===== config.mk =====
export PLATFORM = sky130hd
export DESIGN_NAME = smsd_cell
export DESIGN_NICKNAME = d
export VERILOG_FILES = /design/src/rtl/core/sliding_median_spike_detector_top_defines.svh /design/src/rtl/core/smsd_pkg.sv /design/src/rtl/core/smsd_cell.sv
export SDC_FILE = /design/constraint.sdc
export NUM_CORES = 1
export LEC_CHECK = 0
export ABC_AREA = 1
export BUFFER_PORTS_ARGS = -buffer_cell sky130_fd_sc_hd__buf_4
export CAP_MARGIN = 15
export CORE_AREA = 3 3 71 73
export CTS_BUF_LIST = sky130_fd_sc_hd__clkbuf_16
export CTS_CLUSTER_SIZE = 10
export DETAILED_ROUTE_END_ITERATION = 8
export DIE_AREA = 0 0 74 76
export GPL_ROUTABILITY_DRIVEN = 0
export PLACE_DENSITY = 0.55
export SKIP_LAST_GASP = 1
export SLEW_MARGIN = 20
export SYNTH_ARGS = -nofsm -noshare
export SYNTH_HDL_FRONTEND = slang
export SYNTH_SLANG_ARGS = --single-unit

===== constraint.sdc =====
create_clock -name clock -period 4.1 [get_ports clock]
set_input_delay 0.41 -clock clock [delete_from_list [all_inputs] [get_ports clock]]
set_output_delay 0.41 -clock clock [all_outputs]
set_load 0.01 [all_outputs]

===== src/rtl/core/sliding_median_spike_detector_top_defines.svh =====
// Assertion macros for the sliding median spike detector.
`ifndef SLIDING_MEDIAN_SPIKE_DETECTOR_TOP_DEFINES_SVH
`define SLIDING_MEDIAN_SPIKE_DETECTOR_TOP_DEFINES_SVH
`define SMSD_ASSERT(label, clk, rst, prop, msg) \
   label: assert property (@(posedge clk) disable iff (rst) (prop)) else $error(msg);
`define SMSD_ASSERT_NORST(label, clk, prop, msg) \
   label: assert property (@(posedge clk) (prop)) else $error(msg);
`endif


===== src/rtl/core/smsd_pkg.sv =====
`timescale 1ns / 1ps
// ----------------------------------------------------------------------------
// Sliding median spike detector package
// Shared types and constants.
// ----------------------------------------------------------------------------
package smsd_pkg;
   localparam int unsigned SAMPLE_W = 8;
   localparam int unsigned THR_W    = 9;
   localparam int unsigned TOTAL_W  = 32;
   localparam int unsigned LEN_W    = 11;
   localparam logic [LEN_W-1:0] LEN_RESET = 11'd30;

   typedef struct packed {
      logic clear;
      logic shift;
      logic inc;
      logic dec;
   } cell_ctl_type;
endpackage


===== src/rtl/core/smsd_cell.sv =====
`timescale 1ns / 1ps
// ----------------------------------------------------------------------------
// Histogram bin cell
// Holds one bin count and rotates it to its neighbor in the ring on a shift.
// ----------------------------------------------------------------------------
module smsd_cell
   import smsd_pkg::*;
#(
   parameter int unsigned CNT_W = 11
) (
   input  logic             clock,
   input  logic             reset,
   input  cell_ctl_type     ctl,
   input  logic [CNT_W-1:0] prev_cnt,
   output logic [CNT_W-1:0] cnt
);
   logic [CNT_W-1:0] cnt_ff, cnt_in;

   always_comb begin
      cnt_in = cnt_ff;
      if (ctl.clear) begin
         cnt_in = '0;
      end else if (ctl.shift) begin
         cnt_in = prev_cnt;
      end else if (ctl.inc && !ctl.dec) begin
         cnt_in = cnt_ff + 1'b1;
      end else if (ctl.dec && !ctl.inc && cnt_ff != '0) begin
         cnt_in = cnt_ff - 1'b1;
      end
   end

   always_ff @(posedge clock) begin
      if (reset) begin
         cnt_ff <= '0;
      end else begin
         cnt_ff <= cnt_in;
      end
   end

   assign cnt = cnt_ff;
endmodule


==> results.txt <==
The number of buffers added to fix hold violations after cts came out at 0. Per report_power, the combinational group accounts for 36.3% of the total. The count of buffers added on input and output ports is 27.

The clock transition time at the flip-flop clock pins of the worst setup and hold paths came out at 0.04 ns. In this run, synthesis produced a sequential element count of 11. The max-capacitance violation count is 0. The area of all sequential standard cells came out at 220 um^2.

The worst setup path is of the in -> reg kind. The die outline height came out at 76 um. The maximum vdd drop came out at 0.000173 V.

Internal power comes to 0.316 mW. The number of cells upsized or downsized after cts came out at 0. The half-perimeter wire length after placement is 2.48 mm. The top cell types in the final layout, fill and taps aside, are sky130_fd_sc_hd__nand2_1, sky130_fd_sc_hd__inv_1, sky130_fd_sc_hd__buf_4. The first TritonRoute pass finished after 4 iterations. Setup repair after global routing left no endpoint under its margin. The area growth from synthesis to layout is 29.3%.

The number of clock sinks is 11. The count of buffers added by post-CTS timing repair for setup is 0. The clock passes through at most 2 buffers. TritonCTS built the clock tree. The synthesized netlist net count came out at 213.

The global-route wire length before repair came out at 5.42 mm. The final clock skew came out at 0.00320 ns. The area of combinational cells with multiple inputs is 777 um^2. For this run, design rule violations remaining after detail routing come to 0. The longest individual stage delay on the worst path is 0.47 ns. The final net count came out at 242. The detailed router placed 1235 vias in this run. The number of DRC markers after the initial detailed-route iteration came out at 21. The gate count after technology mapping is 186. The number of top-level pins is 28. CTS placed an instance of sky130_fd_sc_hd__clkbuf_16 at the clock tree root. The part of the total power dissipated in the clock network came out at 37.5%. The count of nets left with antenna violations once routing finished came out at 0. STA classifies the critical path endpoint as a flop. Using the TritonRoute via totals, the vias-per-cell ratio works out to 4.64. The later-pin clock latency in the skew report is 0.24 ns. Yosys printed 0 warnings. At the worst endpoint, the arrival time is 2.14 ns. The time the final worst path needs with I/O delays and setup is 2.01 ns.

The final total negative setup slack is 0 ns. Setup violations remaining at the end of the flow were counted as 0. The die covers 0.00562 mm^2. The flip-flop count of the largest register, all copies and words added came out at 11. The slew of the pin with the lowest slew margin came out at 0.570 ns.

The initial core utilization is 25.3%. Cells with a size suffix above 1 make up 16.4% of the layout. The part of the total power dissipated in sequential elements came out at 26.2%. The class of the tightest hold or removal check is in -> reg. The routed length per placed instance is 11.5 um. Based on the critical path, the design can be clocked at up to 496 MHz. The number of core rows is 24. The leakage power of the design is 0.774 nW. The total area inside the core boundary comes to 0.00441 mm^2. The signal on the critical path passes through buf_4 -> nand2_1 -> inv_1 -> fa_1 -> nor2_1 -> o21ai_0 -> nand3_1 -> nand3_1 -> nand2_1 -> a21oi_1. CTS built an H-tree with a depth of 1. The number of buffers and inverters on the critical path came out at 2. The power density relative to cell area is 331 mW/mm^2.

The slowest cell on the critical path is sky130_fd_sc_hd__fa_1. The via count of the first global-routing pass was 1248. STA classifies the critical path startpoint as a primary input. The width of the die is 74 um. The number of clock buffers inserted by TritonCTS is 3. The number of fillers in the final layout is 500. The share of the cycle needed by the critical path after routing came out at 49.1%. The total routing resource utilization after global routing is 11.8%. The net switching share of the total power is 33.7%. The most frequent standard cell in the layout excluding fill and tap cells is sky130_fd_sc_hd__nand2_1. The required time reported for the critical path endpoint came out at 4.23 ns. The mean instance size in the synthesized netlist came out at 5.99 um^2. The maximum number of pins on one net before global-route repair is 15. The total congestion overflow is 0.

Summing every instance area after synthesis gives 0.00111 mm^2. The maximum fanout along the worst path came out at 11. Across all hold checks on the routed design, the worst slack comes to 0.457 ns. The total count of max-transition violations in the final report is 0. Among cell families on the critical path, the largest total delay comes from simple AND/OR/NAND/NOR gates. The number of antenna repair diodes is 0. The net switching power is 0.161 mW. The netlist uses 24 different library cells. The fraction of the yosys area taken by sequential cells is 19.8%. The total count of hold-check failures in the final report came to 0. The run finished with clean final reports.

Measured against its own limit, the worst slew margin works out to 61.9%. The wire length after detailed routing is 3.07 mm. The number of antenna violations at the first check in global routing is 0.
-- Yosys cell counts --
| cell type | number | area [um^2] |
|---|---|---|
| sky130_fd_sc_hd__a21oi_1 | 23 | 115 |
| sky130_fd_sc_hd__a22oi_1 | 1 | 7.51 |
| sky130_fd_sc_hd__buf_2 | 1 | 5.00 |
| sky130_fd_sc_hd__buf_6 | 1 | 11.3 |
| sky130_fd_sc_hd__clkbuf_1 | 1 | 3.75 |
| sky130_fd_sc_hd__dfxtp_1 | 11 | 220 |
| sky130_fd_sc_hd__fa_1 | 1 | 20.0 |
| sky130_fd_sc_hd__ha_1 | 9 | 113 |
| sky130_fd_sc_hd__inv_1 | 26 | 97.6 |
| sky130_fd_sc_hd__mux2i_1 | 1 | 10.0 |
| sky130_fd_sc_hd__nand2_1 | 48 | 180 |
| sky130_fd_sc_hd__nand2_4 | 2 | 22.5 |
| sky130_fd_sc_hd__nand3_1 | 18 | 90.1 |
| sky130_fd_sc_hd__nand3_2 | 1 | 10.0 |
| sky130_fd_sc_hd__nand4_1 | 2 | 12.5 |
| sky130_fd_sc_hd__nor2_1 | 22 | 82.6 |
| sky130_fd_sc_hd__nor2_4 | 1 | 11.3 |
| sky130_fd_sc_hd__nor3_1 | 1 | 5.00 |
| sky130_fd_sc_hd__o21ai_0 | 5 | 25.0 |
| sky130_fd_sc_hd__o21ai_1 | 5 | 25.0 |
| sky130_fd_sc_hd__or2_0 | 1 | 6.26 |
| sky130_fd_sc_hd__or2_2 | 1 | 6.26 |
| sky130_fd_sc_hd__xnor2_1 | 3 | 26.3 |
| sky130_fd_sc_hd__xor2_1 | 1 | 8.76 |
-- area by class of cell --
| type | instances | area share [%] |
|---|---|---|
| repair buffers | 27 | 14.1 |
| clock inverters | 1 | 0.260 |
| flip-flops and latches | 11 | 15.3 |
| well taps | 52 | 4.51 |
| multi-input cells | 146 | 53.9 |
| clock buffers | 3 | 5.21 |
| inverters | 26 | 6.77 |
-- layer usage --
| layer | global-route usage, % | share of wire [%] | vias to the layer above |
|---|---|---|---|
| met5 | 0 | 0 | - |
| met4 | 5.25 | 2.4 | 0 |
| met3 | 1.19 | 4.8 | 9 |
| met2 | 19.8 | 45 | 32 |
| met1 | 14.8 | 47 | 533 |
| li1 | - | - | 661 |
-- worst paths after layout --
path | start | to | slack [ns] | cells after the start
setup / recovery | ctl[1] | cnt[8]$_SDFFE_PP0P_ | 2.09 | 10
hold / removal | prev_cnt[4] | cnt[4]$_SDFFE_PP0P_ | 0.46 | 3
setup reg to reg | cnt[0]$_SDFFE_PP0P_ | cnt[8]$_SDFFE_PP0P_ | 2.27 | 8
hold reg to reg | cnt[7]$_SDFFE_PP0P_ | cnt[7]$_SDFFE_PP0P_ | 0.53 | 2
-- cell families after synthesis --
kind of cell | after synthesis | synth area share [%]
flops | 11 | 19.8
xor+xnor | 4 | 3.14
buf+inv | 29 | 10.5
mux | 1 | 0.898
simple gates | 97 | 38.3
fa+ha+maj | 10 | 11.9
compound gates | 34 | 15.5
-- worst min-delay path, stage by stage --
cell and delay (ns):
sky130_fd_sc_hd__buf_4 0.08, sky130_fd_sc_hd__o21ai_0 0.06, sky130_fd_sc_hd__a21oi_1 0.11
-- power by group through the flow --
stage	Combinational (mW)	Sequential (mW)	Clock [mW]
after floorplan	0.123	0.127	0
after global placement	0.172	0.127	0
after detailed placement	0.173	0.127	0
after CTS	0.174	0.125	0.181
after global routing	0.199	0.126	0.187
final	0.173	0.125	0.179
-- metrics by stage --
step           std cells  total power [mW]  utilization, %  cell area [um^2]  worst slack (ns)
2_1_floorplan        186             0.250               -              1110              2.22
3_3_place_gp         262             0.299            30.9              1360              1.86
3_5_place_dp         262             0.300            30.9              1360              1.88
4_1_cts              266             0.480            32.7              1440              2.11
5_1_grt              266             0.513            32.7              1440              1.84
6_report             266             0.477            32.7              1440              2.09
(Power assumes the default switching activity.)
